==> config.mk <==
export PLATFORM = sky130hd
export DESIGN_NAME = disparity_outlier_counter
export DESIGN_NICKNAME = d
export VERILOG_FILES = /design/src/sv/doc_pkg.sv /design/src/sv/doc_front.sv /design/src/sv/doc_fifo.sv /design/src/sv/doc_back.sv /design/src/sv/disparity_outlier_counter.sv
export SDC_FILE = /design/constraint.sdc
export NUM_CORES = 1
export LEC_CHECK = 0
export CELL_PAD_IN_SITES_DETAIL_PLACEMENT = 2
export CELL_PAD_IN_SITES_GLOBAL_PLACEMENT = 2
export CORE_MARGIN = 2
export CORE_UTILIZATION = 46
export DETAILED_ROUTE_END_ITERATION = 10
export DONT_BUFFER_PORTS = 1
export PLACE_DENSITY_LB_ADDON = 0.3
export RECOVER_POWER = 25
export SLEW_MARGIN = 20
export SYNTH_ARGS = -nofsm -noshare
export SYNTH_HDL_FRONTEND = slang
export SYNTH_SLANG_ARGS = --single-unit
==> constraint.sdc <==
create_clock -name i_clk -period 9.2 [get_ports i_clk]
set_input_delay 0.92 -clock i_clk [delete_from_list [all_inputs] [get_ports i_clk]]
set_output_delay 0.92 -clock i_clk [all_outputs]
set_load 0.1 [all_outputs]
==> src/sv/doc_pkg.sv <==
// Shared types, constants and helpers of the disparity outlier counter.
package doc_pkg;

    // Saturation bound of every count; counter width follows from it.
    localparam int MAX_PIXELS = 1048576;
    localparam int CNT_W      = $clog2(MAX_PIXELS + 1);
    localparam int OUT_W      = 21;
    localparam int WIDE_W     = (CNT_W > OUT_W) ? CNT_W : OUT_W;

    localparam int DISP_W     = 16;
    localparam int DIV_W      = 8;
    localparam int PROD_W     = DISP_W + DIV_W;

    // Configuration port.
    localparam int CFG_IDX_W  = 1;
    localparam int CFG_DATA_W = 16;
    localparam logic [CFG_IDX_W-1:0] CFG_ABS_THRESHOLD = CFG_IDX_W'(0);
    localparam logic [CFG_IDX_W-1:0] CFG_REL_DIVISOR   = CFG_IDX_W'(1);
    localparam logic [DISP_W-1:0]    ABS_THRESHOLD_RST = DISP_W'(768);
    localparam logic [DIV_W-1:0]     REL_DIVISOR_RST   = DIV_W'(20);

    // Regions and counter slots inside a region.
    localparam int NUM_REGIONS = 3;
    localparam int NUM_SLOTS   = 4;
    localparam logic [1:0] REGION_BG  = 2'd0;
    localparam logic [1:0] REGION_FG  = 2'd1;
    localparam logic [1:0] REGION_ALL = 2'd2;
    localparam int SLOT_OUT_ALL = 0;
    localparam int SLOT_PIX_ALL = 1;
    localparam int SLOT_OUT_EST = 2;
    localparam int SLOT_PIX_EST = 3;

    // Depth of the queue between front and back.
    localparam int FIFO_DEPTH = 4;
    localparam int FIFO_PTR_W = $clog2(FIFO_DEPTH);
    localparam int FIFO_CNT_W = $clog2(FIFO_DEPTH + 1);

    typedef logic [CNT_W-1:0]  t_cnt;
    typedef logic [OUT_W-1:0]  t_out_cnt;
    typedef logic [WIDE_W-1:0] t_wide_cnt;

    // Classified pixel handed from front to back.
    typedef struct packed {
        logic gt_valid;
        logic foreground;
        logic outlier;
        logic est_valid;
        logic last_pixel;
    } t_pix_rec;

    // Mask a count to the output width.
    function automatic t_out_cnt to_out(input t_cnt c);
        t_wide_cnt w;
        w = t_wide_cnt'(c);
        return w[OUT_W-1:0];
    endfunction

endpackage

==> src/sv/doc_front.sv <==
// Front end: pixel input stage, configuration registers and outlier classification.
module doc_front (
    input  logic                             i_clk,
    input  logic                             i_rst_n,
    input  logic                             i_push,
    output logic                             o_full,
    input  logic [doc_pkg::DISP_W-1:0]       i_gt_disp,
    input  logic                             i_gt_valid,
    input  logic [doc_pkg::DISP_W-1:0]       i_est_disp,
    input  logic                             i_est_valid,
    input  logic                             i_foreground,
    input  logic                             i_last_pixel,
    input  logic                             i_cfg_we,
    input  logic [doc_pkg::CFG_IDX_W-1:0]    i_cfg_idx,
    input  logic [doc_pkg::CFG_DATA_W-1:0]   i_cfg_data,
    input  logic                             i_q_full,
    output logic                             o_q_push,
    output doc_pkg::t_pix_rec                o_q_rec
);

    logic                           r_vld;
    logic [doc_pkg::DISP_W-1:0]     r_err;
    logic [doc_pkg::DISP_W-1:0]     r_gt;
    logic                           r_gtv;
    logic                           r_est;
    logic                           r_fg;
    logic                           r_last;
    logic [doc_pkg::DISP_W-1:0]     r_thr;
    logic [doc_pkg::DIV_W-1:0]      r_div;

    logic                           keep;
    logic                           stall;
    logic                           accept;
    logic [doc_pkg::PROD_W-1:0]     prod;

    // Pixels without ground truth that do not close the frame change nothing: drop them.
    assign keep   = r_gtv || r_last;
    assign stall  = r_vld && keep && i_q_full;
    assign o_full = stall;
    assign accept = i_push && !stall;

    always_ff @(posedge i_clk) begin
        if (!i_rst_n) begin
            r_vld <= 1'b0;
            r_thr <= doc_pkg::ABS_THRESHOLD_RST;
            r_div <= doc_pkg::REL_DIVISOR_RST;
        end else begin
            if (i_cfg_we) begin
                unique case (i_cfg_idx)
                    doc_pkg::CFG_ABS_THRESHOLD: r_thr <= i_cfg_data;
                    doc_pkg::CFG_REL_DIVISOR:   r_div <= i_cfg_data[doc_pkg::DIV_W-1:0];
                    default: ;
                endcase
            end
            if (accept) begin
                r_vld <= 1'b1;
            end else if (!stall) begin
                r_vld <= 1'b0;
            end
        end
    end

    always_ff @(posedge i_clk) begin
        if (accept) begin
            r_err  <= (i_gt_disp > i_est_disp) ? (i_gt_disp - i_est_disp)
                                               : (i_est_disp - i_gt_disp);
            r_gt   <= i_gt_disp;
            r_gtv  <= i_gt_valid;
            r_est  <= i_est_valid;
            r_fg   <= i_foreground;
            r_last <= i_last_pixel;
        end
    end

    assign prod = doc_pkg::PROD_W'(r_err) * doc_pkg::PROD_W'(r_div);

    always_comb begin
        o_q_push           = r_vld && keep;
        o_q_rec.gt_valid   = r_gtv;
        o_q_rec.foreground = r_fg;
        o_q_rec.outlier    = (r_err > r_thr) && (prod > doc_pkg::PROD_W'(r_gt));
        o_q_rec.est_valid  = r_est;
        o_q_rec.last_pixel = r_last;
    end

endmodule

==> src/sv/doc_fifo.sv <==
// Short queue of classified pixels between front and back.
module doc_fifo (
    input  logic                 i_clk,
    input  logic                 i_rst_n,
    input  logic                 i_push,
    input  doc_pkg::t_pix_rec    i_rec,
    output logic                 o_full,
    input  logic                 i_pop,
    output logic                 o_empty,
    output doc_pkg::t_pix_rec    o_rec
);

    doc_pkg::t_pix_rec                 r_mem [doc_pkg::FIFO_DEPTH];
    logic [doc_pkg::FIFO_PTR_W-1:0]    r_wptr;
    logic [doc_pkg::FIFO_PTR_W-1:0]    r_rptr;
    logic [doc_pkg::FIFO_CNT_W-1:0]    r_cnt;

    logic do_push;
    logic do_pop;

    assign o_full  = (r_cnt == doc_pkg::FIFO_CNT_W'(doc_pkg::FIFO_DEPTH));
    assign o_empty = (r_cnt == '0);
    assign do_push = i_push && !o_full;
    assign do_pop  = i_pop && !o_empty;
    assign o_rec   = r_mem[r_rptr];

    always_ff @(posedge i_clk) begin
        if (!i_rst_n) begin
            r_wptr <= '0;
            r_rptr <= '0;
            r_cnt  <= '0;
        end else begin
            if (do_push) begin
                r_wptr <= r_wptr + 1'b1;
            end
            if (do_pop) begin
                r_rptr <= r_rptr + 1'b1;
            end
            if (do_push && !do_pop) begin
                r_cnt <= r_cnt + 1'b1;
            end else if (do_pop && !do_push) begin
                r_cnt <= r_cnt - 1'b1;
            end
        end
    end

    always_ff @(posedge i_clk) begin
        if (do_push) begin
            r_mem[r_wptr] <= i_rec;
        end
    end

endmodule

==> src/sv/doc_back.sv <==
// Back end: saturating region counters and the per-frame result buffer.
module doc_back (
    input  logic                          i_clk,
    input  logic                          i_rst_n,
    input  logic                          i_q_empty,
    input  doc_pkg::t_pix_rec             i_q_rec,
    output logic                          o_q_pop,
    input  logic                          i_pop,
    output logic                          o_empty,
    output logic [1:0]                    o_region,
    output logic [doc_pkg::OUT_W-1:0]     o_outliers_all,
    output logic [doc_pkg::OUT_W-1:0]     o_pixels_all,
    output logic [doc_pkg::OUT_W-1:0]     o_outliers_est,
    output logic [doc_pkg::OUT_W-1:0]     o_pixels_est,
    output logic                          o_final_region
);

    doc_pkg::t_cnt r_cnt  [doc_pkg::NUM_REGIONS][doc_pkg::NUM_SLOTS];
    doc_pkg::t_cnt n_cnt  [doc_pkg::NUM_REGIONS][doc_pkg::NUM_SLOTS];
    doc_pkg::t_cnt r_snap [doc_pkg::NUM_REGIONS][doc_pkg::NUM_SLOTS];
    logic [1:0]    r_left;

    logic snap_free;
    logic do_pop;
    logic load;

    assign do_pop    = i_pop && (r_left != 2'd0);
    assign snap_free = (r_left == 2'd0) || ((r_left == 2'd1) && i_pop);
    assign o_q_pop   = !i_q_empty && (!i_q_rec.last_pixel || snap_free);
    assign load      = o_q_pop && i_q_rec.last_pixel;

    // Bump each counter whose region and slot the pixel hits; hold at the bound.
    always_comb begin
        logic hit;
        logic inc;
        for (int r = 0; r < doc_pkg::NUM_REGIONS; r++) begin
            hit = (r == int'(doc_pkg::REGION_ALL)) || (r == int'(i_q_rec.foreground));
            for (int k = 0; k < doc_pkg::NUM_SLOTS; k++) begin
                unique case (k)
                    doc_pkg::SLOT_OUT_ALL: inc = i_q_rec.outlier;
                    doc_pkg::SLOT_PIX_ALL: inc = 1'b1;
                    doc_pkg::SLOT_OUT_EST: inc = i_q_rec.outlier && i_q_rec.est_valid;
                    default:               inc = i_q_rec.est_valid;
                endcase
                n_cnt[r][k] = r_cnt[r][k];
                if (o_q_pop && i_q_rec.gt_valid && hit && inc &&
                    (r_cnt[r][k] < doc_pkg::CNT_W'(doc_pkg::MAX_PIXELS))) begin
                    n_cnt[r][k] = r_cnt[r][k] + 1'b1;
                end
            end
        end
    end

    always_ff @(posedge i_clk) begin
        if (!i_rst_n) begin
            r_left <= 2'd0;
            for (int r = 0; r < doc_pkg::NUM_REGIONS; r++) begin
                for (int k = 0; k < doc_pkg::NUM_SLOTS; k++) begin
                    r_cnt[r][k] <= '0;
                end
            end
        end else begin
            for (int r = 0; r < doc_pkg::NUM_REGIONS; r++) begin
                for (int k = 0; k < doc_pkg::NUM_SLOTS; k++) begin
                    r_cnt[r][k] <= load ? '0 : n_cnt[r][k];
                end
            end
            if (load) begin
                r_left <= 2'(doc_pkg::NUM_REGIONS);
            end else if (do_pop) begin
                r_left <= r_left - 1'b1;
            end
        end
    end

    // Capture the closing counts, then advance one region per result transaction.
    always_ff @(posedge i_clk) begin
        if (load) begin
            r_snap <= n_cnt;
        end else if (do_pop) begin
            for (int r = 0; r < doc_pkg::NUM_REGIONS - 1; r++) begin
                r_snap[r] <= r_snap[r + 1];
            end
        end
    end

    assign o_empty        = (r_left == 2'd0);
    assign o_region       = 2'(doc_pkg::NUM_REGIONS) - r_left;
    assign o_final_region = (o_region == doc_pkg::REGION_ALL);
    assign o_outliers_all = doc_pkg::to_out(r_snap[0][doc_pkg::SLOT_OUT_ALL]);
    assign o_pixels_all   = doc_pkg::to_out(r_snap[0][doc_pkg::SLOT_PIX_ALL]);
    assign o_outliers_est = doc_pkg::to_out(r_snap[0][doc_pkg::SLOT_OUT_EST]);
    assign o_pixels_est   = doc_pkg::to_out(r_snap[0][doc_pkg::SLOT_PIX_EST]);

endmodule

==> src/sv/disparity_outlier_counter.sv <==
// Top level of the disparity outlier counter: front end, pixel queue and back end.
// Throughput: one pixel per cycle while full is low; a closing pixel waits in the
//   queue until the previous frame's three results are taken, since the back end
//   holds one result set. Results: the first of a frame shows once its last pixel has
//   passed the front register, the queue and the snapshot; the next two follow per pop.
// Reset (synchronous, active low): counters and queue clear, thresholds return to
//   3.0 px absolute and a divisor of 20; no result is pending.
module disparity_outlier_counter (
    input  logic                            i_clk,
    input  logic                            i_rst_n,
    // Pixel side
    input  logic                            push,
    output logic                            full,
    input  logic [doc_pkg::DISP_W-1:0]      i_gt_disp,
    input  logic                            i_gt_valid,
    input  logic [doc_pkg::DISP_W-1:0]      i_est_disp,
    input  logic                            i_est_valid,
    input  logic                            i_foreground,
    input  logic                            i_last_pixel,
    // Configuration writes
    input  logic                            i_cfg_we,
    input  logic [doc_pkg::CFG_IDX_W-1:0]   i_cfg_idx,
    input  logic [doc_pkg::CFG_DATA_W-1:0]  i_cfg_data,
    // Result side
    output logic                            empty,
    input  logic                            pop,
    output logic [1:0]                      o_region,
    output logic [doc_pkg::OUT_W-1:0]       o_outliers_all,
    output logic [doc_pkg::OUT_W-1:0]       o_pixels_all,
    output logic [doc_pkg::OUT_W-1:0]       o_outliers_est,
    output logic [doc_pkg::OUT_W-1:0]       o_pixels_est,
    output logic                            o_final_region
);

    // Classified pixels flow front -> queue -> back.
    logic              f_push;
    doc_pkg::t_pix_rec f_rec;
    logic              q_full;
    logic              q_empty;
    logic              q_pop;
    doc_pkg::t_pix_rec q_rec;

    // Register the pixel with its absolute error, then run the threshold and
    // relative tests on the way into the queue.
    doc_front u_front (
        .i_clk        (i_clk),
        .i_rst_n      (i_rst_n),
        .i_push       (push),
        .o_full       (full),
        .i_gt_disp    (i_gt_disp),
        .i_gt_valid   (i_gt_valid),
        .i_est_disp   (i_est_disp),
        .i_est_valid  (i_est_valid),
        .i_foreground (i_foreground),
        .i_last_pixel (i_last_pixel),
        .i_cfg_we     (i_cfg_we),
        .i_cfg_idx    (i_cfg_idx),
        .i_cfg_data   (i_cfg_data),
        .i_q_full     (q_full),
        .o_q_push     (f_push),
        .o_q_rec      (f_rec)
    );

    // Decouple the classifier from the counters so either side can stall alone.
    doc_fifo u_fifo (
        .i_clk   (i_clk),
        .i_rst_n (i_rst_n),
        .i_push  (f_push),
        .i_rec   (f_rec),
        .o_full  (q_full),
        .i_pop   (q_pop),
        .o_empty (q_empty),
        .o_rec   (q_rec)
    );

    // Count into the background or foreground region and the all-pixel region;
    // on the closing pixel, snapshot the counts for readout and clear them.
    doc_back u_back (
        .i_clk          (i_clk),
        .i_rst_n        (i_rst_n),
        .i_q_empty      (q_empty),
        .i_q_rec        (q_rec),
        .o_q_pop        (q_pop),
        .i_pop          (pop),
        .o_empty        (empty),
        .o_region       (o_region),
        .o_outliers_all (o_outliers_all),
        .o_pixels_all   (o_pixels_all),
        .o_outliers_est (o_outliers_est),
        .o_pixels_est   (o_pixels_est),
        .o_final_region (o_final_region)
    );

endmodule
# [Word level (Yosys, flattened, before mapping)]
# Memory sizes are Yosys's and may differ from the RTL's. A register that Yosys moved wholly into a read port is not among the register bits.
# Index checks and enable logic that the tools add are counted.
[op_classes] n_bitwise=14 reduce_logical=53 n_eq_ne=4 magnitude_cmp=15 mux=51 addsub=20 n_mul=1
[ops] op="$mux 21" n=36
[ops] op="$mux 168" n=2
[ops] op="$add 21x1->21 const B" n=12
[ops] op="$lt 21x21->1 const B" n=12
[ops] op="$logic_and 1x1->1" n=37
[ops] op="$gt 16x16->1" n=2
[ops] op="$sub 16x16->16" n=2
[ops] op="$gt 24x16->1" n=1
[ops] op="$mul 16x8->24" n=1
[ops] op="$mux 16" n=1
[ops] op="$or 1x1->1" n=12
[ops] op="$mux 2" n=4
[ops] op="$logic_not 1->1" n=6
[ops] op="$mux 1" n=6
[ops] op="$mux 3" n=2
[ops] op="$reduce_bool 2->1" n=3
[ops] op="$add 2x1->2 const B" n=2
[ops] op="$reduce_and 2->1" n=2
[ops] op="$add 3x1->3 const B" n=1
[ops] op="$eq 3x3->1 const B" n=1
[ops] op="$logic_not 3->1" n=1
[ops] op="$logic_or 1x1->1" n=3
[ops] op="$sub 3x1->3 const B" n=1
[ops] op="$eq 2x1->1 const B" n=1
[ops] op="6 further kinds" n=7
[word_totals] regBits=322 memories=2 ramBits=272 elab_cells=185 output_inout_bits=89 input_bits=58
[memory_table] memory="u_back.r_cnt" depth=3 width=84 read_ports=3 rd_clocked_by_memory_dff=0 write_ports=3 line="doc_back.sv:18" rtl="doc_pkg::t_cnt r_cnt [doc_pkg::NUM_REGIONS][doc_pkg::NUM_SLOTS];"
[memory_table] memory="u_fifo.r_mem" depth=4 width=5 read_ports=1 rd_clocked_by_memory_dff=1 write_ports=1 line="doc_fifo.sv:13" rtl="doc_pkg::t_pix_rec r_mem [doc_pkg::FIFO_DEPTH];"

# [Logic depth before layout (Yosys ltp)]
[depth] ltp_word=12 ltp_mapped=27 ltp_nobuf=26

# [Hierarchy]
# Synthesis repeated with hierarchy kept, for this count alone.
[unflattened] cells_unflattened=3081 hier_area_um2=31969.4
[by_module_without_submodules] module="doc_back" cells_per_inst=2027 area_each_um2=22128.7 instances=1
[by_module_without_submodules] module="doc_front" cells_per_inst=980 area_each_um2=8633.3 instances=1
[by_module_without_submodules] module="doc_fifo" cells_per_inst=74 area_each_um2=1207.4 instances=1

# [Worst setup path after synthesis]
# Ideal clock, no wire load.
[synth_path] path_type="register to register" start="reg u_back.r_left[1]" end="reg u_back.r_snap, in the netlist u_back.o_outliers_all[0], enable pin" t_arrival_ns=6.827 stages_incl_launch_ff=10 required_ns=8.743 setup_slack_ns=1.915 path_cell_list="dfxtp_1 inv_1 ha_1 a21oi_1 a21oi_4 nand2_1 clkbuf_1 clkbuf_1 inv_1 or2_2"
[synth_via] elab_chain_len=7
[synth_rtl] element="start, declared" line="doc_back.sv:21" rtl="logic [1:0] r_left;"
[synth_rtl] element="start signal, assigned" line="doc_back.sv:69" rtl="r_left <= 2'(doc_pkg::NUM_REGIONS);"
[synth_rtl] element="start signal, assigned" line="doc_back.sv:71" rtl="r_left <= r_left - 1'b1;"
[synth_rtl] element="$eq 2x1->1" line="doc_back.sv:28" rtl="assign snap_free = (r_left == 2'd0) || ((r_left == 2'd1) && i_pop);"
[synth_rtl] element="$logic_and 1x1->1" line="doc_back.sv:28"
[synth_rtl] element="$logic_or 1x1->1 *" line="doc_back.sv:28"
[synth_rtl] element="$logic_or 1x1->1 *" line="doc_back.sv:29" rtl="assign o_q_pop = !i_q_empty && (!i_q_rec.last_pixel || snap_free);"
[synth_rtl] element="$logic_and 1x1->1 *" line="doc_back.sv:29"
[synth_rtl] element="$logic_and 1x1->1 *" line="doc_back.sv:30" rtl="assign load = o_q_pop && i_q_rec.last_pixel;"
[synth_rtl] element="net u_back.load" line="doc_back.sv:25" rtl="logic load;"
[synth_rtl] element="$reduce_bool 2->1 (no source line) *"
[synth_rtl] element="end signal, assigned" line="doc_back.sv:79" rtl="r_snap <= n_cnt;"
[synth_rtl] element="end signal, assigned by index" line="doc_back.sv:82" rtl="r_snap[r] <= r_snap[r + 1];"
[synth_rtl] element="end, declared" line="doc_back.sv:20" rtl="doc_pkg::t_cnt r_snap [doc_pkg::NUM_REGIONS][doc_pkg::NUM_SLOTS];"
# Mark *: on every way through the listed nets, which the timed path passes. The rest lies on a longest branch.
# A chain may end at the register's enable or synchronous reset.

# [Worst setup path after layout]
[layout_path] start="reg u_back.r_left[1]" end="reg u_back.r_snap[156] in the netlist's numbering, enable pin"
# The elaborated chain is that of the path after synthesis.

==> results.yml <==
final_layout:
  antennaDiodeCount: 0
  fin_cells: 3809
  drive_above_1_share_pct: 5.30
  layout.nets: 3163
  fin_area_um2: 33000
  synthToLayoutAreaGrowth_pct: 7.86
  fillers: 6580
synthesis:
  ys_types: 73
  synthFlopType: "edfxtp_1"
  seq_area_frac_synth_pct: 49.0
  avgSynthCellArea_um2: 10.2
  syn_area_um2: 30600
  syn_inst: 3000
  synth_enable_flop_cells: 308
  syn_nets: 3271
  synth_warnings: 0
  async_flop_share_pct: 0
  synth-seq-cells: 596
cts:
  cts.sinks: 596
  post_cts_buffers: 0
  ctsResizeCount: 0
  cts-root-buf: "clkbuf_16"
  clockBufferDepth: 3
  cts_tree: "built"
  worstSkewPairLatency_ps: 630
  h-tree-depth: 3
  numCtsBuffers: 67
  cts_hold_buffers: 0
  clk_pin_slew_worst_paths_ps: 60
setup_path:
  required_ps: 9440
  end_kind: "flop"
  path_max_fanout: 72
  worstSetupPathType: "reg2reg"
  critPathArrivalTime_ps: 7380
  reg2reg_slack_ps: 2060
  reg2reg_depth: 8
  cp-start-kind: "flop"
floorplan:
  die-height_um: 262
  io_pins: 147
  initial_core_util_pct: 46.5
  die-area_um2: 68600
  fp.dieW_um: 262
  row_count: 94
  core-area_um2: 65900
timing:
  fmax_mhz: 140
  fin_ws_ps: 2060
  tns_ps: 0
  clock-skew-final_ps: 24.5
  whs_ps: 378
  slew_headroom_pct: -11.7
  finalSetupViolCount: 0
  rsz0062_at_grt: "false"
  layout_min_cycle_time_ps: 7140
  fin_crit_sh_pct: 77.6
  hold_viol_final: 0
  report.final.slew_viol_count: 48
  tightest_slew_ps: 1680
detailed_routing:
  routed_wl_mm: 94.5
  firstDrtPassIters: 5
  route.detailed.drc: 0
  num_vias: 21400
  wl_per_cell_um: 24.8
  drtIter0Drc: 1349
  ant_nets: 0
  vias_per_cell: 5.63
run_status:
  violations: "capacitance limit, slew limit"
  outcome: "complete, but fails checks"
placed_design:
  port_buffers: 0
  gp_congestion: 0.835
  pre_cts_ws_ps: 2140
  dpl.cell_count: 3685
  hpwl_mm: 60.5
  placed_area_um2: 30800
global_routing:
  grt_pass1_vias: 24500
  overflow: 0
  grt_antenna_before_repair: 3
  grt_first_pass_wirelength_mm: 147
  grt_usage_pct: 27.8
  grt_max_degree: 253
hold_path:
  whs_path_depth: 1
  hold_path.class: "in2reg"
power_and_ir_drop:
  ir_drop_uv: 228
  p_leak_nw: 12.8
  p_per_area_nw_per_um2: 342
job:
  maxCapViolCount: 2
## cell families (layout without fill, tap and decap cells)
group / count (synthesis) / in the layout / synth area share (%)
simple gates: 1148 / 1148 / 18.6
flops: 596 / 596 / 49.0
buf+inv: 400 / 345 / 6.01
compound gates: 349 / 349 / 6.72
xor+xnor: 261 / 261 / 7.54
fa+ha+maj: 213 / 213 / 10.8
mux: 33 / 33 / 1.32
## cells in the final DEF (no fill, tap or decap), types with 11 or more instances in the layout
| cell type | synthesis | final |
|---|---|---|
| clkbuf_1 | 92 | 16 |
| ha_1 | 126 | 126 |
| inv_1 | 211 | 211 |
| nor3_1 | 23 | 23 |
| fa_1 | 87 | 87 |
| nand2_1 | 369 | 367 |
| edfxtp_1 | 308 | 308 |
| nand2b_1 | 13 | 13 |
| mux2i_1 | 19 | 19 |
| dfxtp_1 | 288 | 288 |
| nor2_1 | 269 | 268 |
| nand4_1 | 44 | 44 |
| xor2_1 | 122 | 122 |
| clkbuf_16 | 0 | 71 |
| and4_1 | 11 | 11 |
| a21o_1 | 17 | 17 |
| nand3_1 | 90 | 90 |
| xnor2_1 | 136 | 136 |
| a21oi_1 | 44 | 45 |
| a31oi_1 | 12 | 12 |
| nor2b_1 | 102 | 102 |
| o21ai_0 | 191 | 191 |
| and2_1 | 137 | 129 |
| and3_1 | 41 | 41 |
| a21boi_0 | 24 | 24 |
| clkinv_2 | 0 | 11 |
## layer usage
layer,wire length [um],up-vias,GRT usage (%)
met5,46,-,0
met4,3450,6,10.1
met3,3790,216,5.00
met2,48300,498,49.7
met1,39000,11000,33.5
li1,-,9720,-
## worst max-delay path, cell delays in order (launching register included)
cell and delay (ps):
dfxtp_1 310, inv_1 650, ha_1 970, a21oi_1 280, a21oi_1 1010, nand2_4 690
clkinvlp_2 1010, or2_4 750, buf_4 910
## path summary, 6_finish.rpt
path                                  startpoint                 end
worst max-delay path            u_back.r_left[1]  u_back.r_snap[156]
worst min-delay path                     i_rst_n    u_front.r_div[4]
worst max register to register  u_back.r_left[1]  u_back.r_snap[156]
worst min register to register  u_front.r_thr[4]    u_front.r_thr[4]
## power breakdown
| group | leakage (nW) | internal (mW) | total, mW | switching, mW |
|---|---|---|---|---|
| Sequential | 5.30 | 3.72 | 5.47 | 1.75 |
| Clock | 1.10 | 1.63 | 2.83 | 1.19 |
| Combinational | 6.43 | 0.883 | 3.00 | 2.12 |
## area by class of cell
cell class	instances	area [um^2]	area share (%)
flip-flops and latches	596	15000	45.5
multi-input cells	2004	13800	41.7
clock buffers	94	1950	5.91
clock inverters	28	317	0.958
inverters	212	797	2.41
well taps	864	1080	3.27
repair buffers	11	108	0.326
## synthesized netlist by cell type (19+ instances only)
| master | instances | area, um^2 |
|---|---|---|
| clkbuf_1 | 92 | 345 |
| and2_1 | 137 | 857 |
| nand4_1 | 44 | 275 |
| nor2_1 | 269 | 1010 |
| nand2_1 | 369 | 1390 |
| nor3_1 | 23 | 115 |
| xor2_1 | 122 | 1070 |
| a21oi_1 | 44 | 220 |
| buf_4 | 84 | 631 |
| nand3_1 | 90 | 450 |
| mux2i_1 | 19 | 190 |
| o21ai_0 | 191 | 956 |
| nor2b_1 | 102 | 638 |
| inv_1 | 211 | 792 |
| and3_1 | 41 | 257 |
| xnor2_1 | 136 | 1190 |
| a21boi_0 | 24 | 180 |
| fa_1 | 87 | 1740 |
| dfxtp_1 | 288 | 5770 |
| edfxtp_1 | 308 | 9250 |
| ha_1 | 126 | 1580 |
## registers in the layout (all words and copies together) (netlist names), 2 cells and up, named ones only
signal	count
u_back.o_pixels_est	21
u_fifo.r_mem	20
u_front.r_gt	16
u_back.o_pixels_all	21
u_front.r_thr	16
u_fifo.r_rptr	2
u_back.r_snap	168
u_back.o_outliers_all	21
u_back.o_outliers_est	21
u_back.r_left	2
u_fifo.r_wptr	2
u_fifo.r_cnt	3
u_front.r_err	16
u_front.r_div	8
u_back.r_cnt	252
## per-stage QoR
| step | total power, mW | util (%) |
|---|---|---|
| 6_report | 11.3 | 50.1 |
| 5_1_grt | 11.8 | 50.1 |
| 4_1_cts | 11.4 | 50.2 |
| 3_5_place_dp | 8.39 | 46.7 |
| 3_3_place_gp | 8.13 | 46.7 |
| 2_1_floorplan | 7.65 | - |
Note: power is estimated with default switching activity, not from simulation.
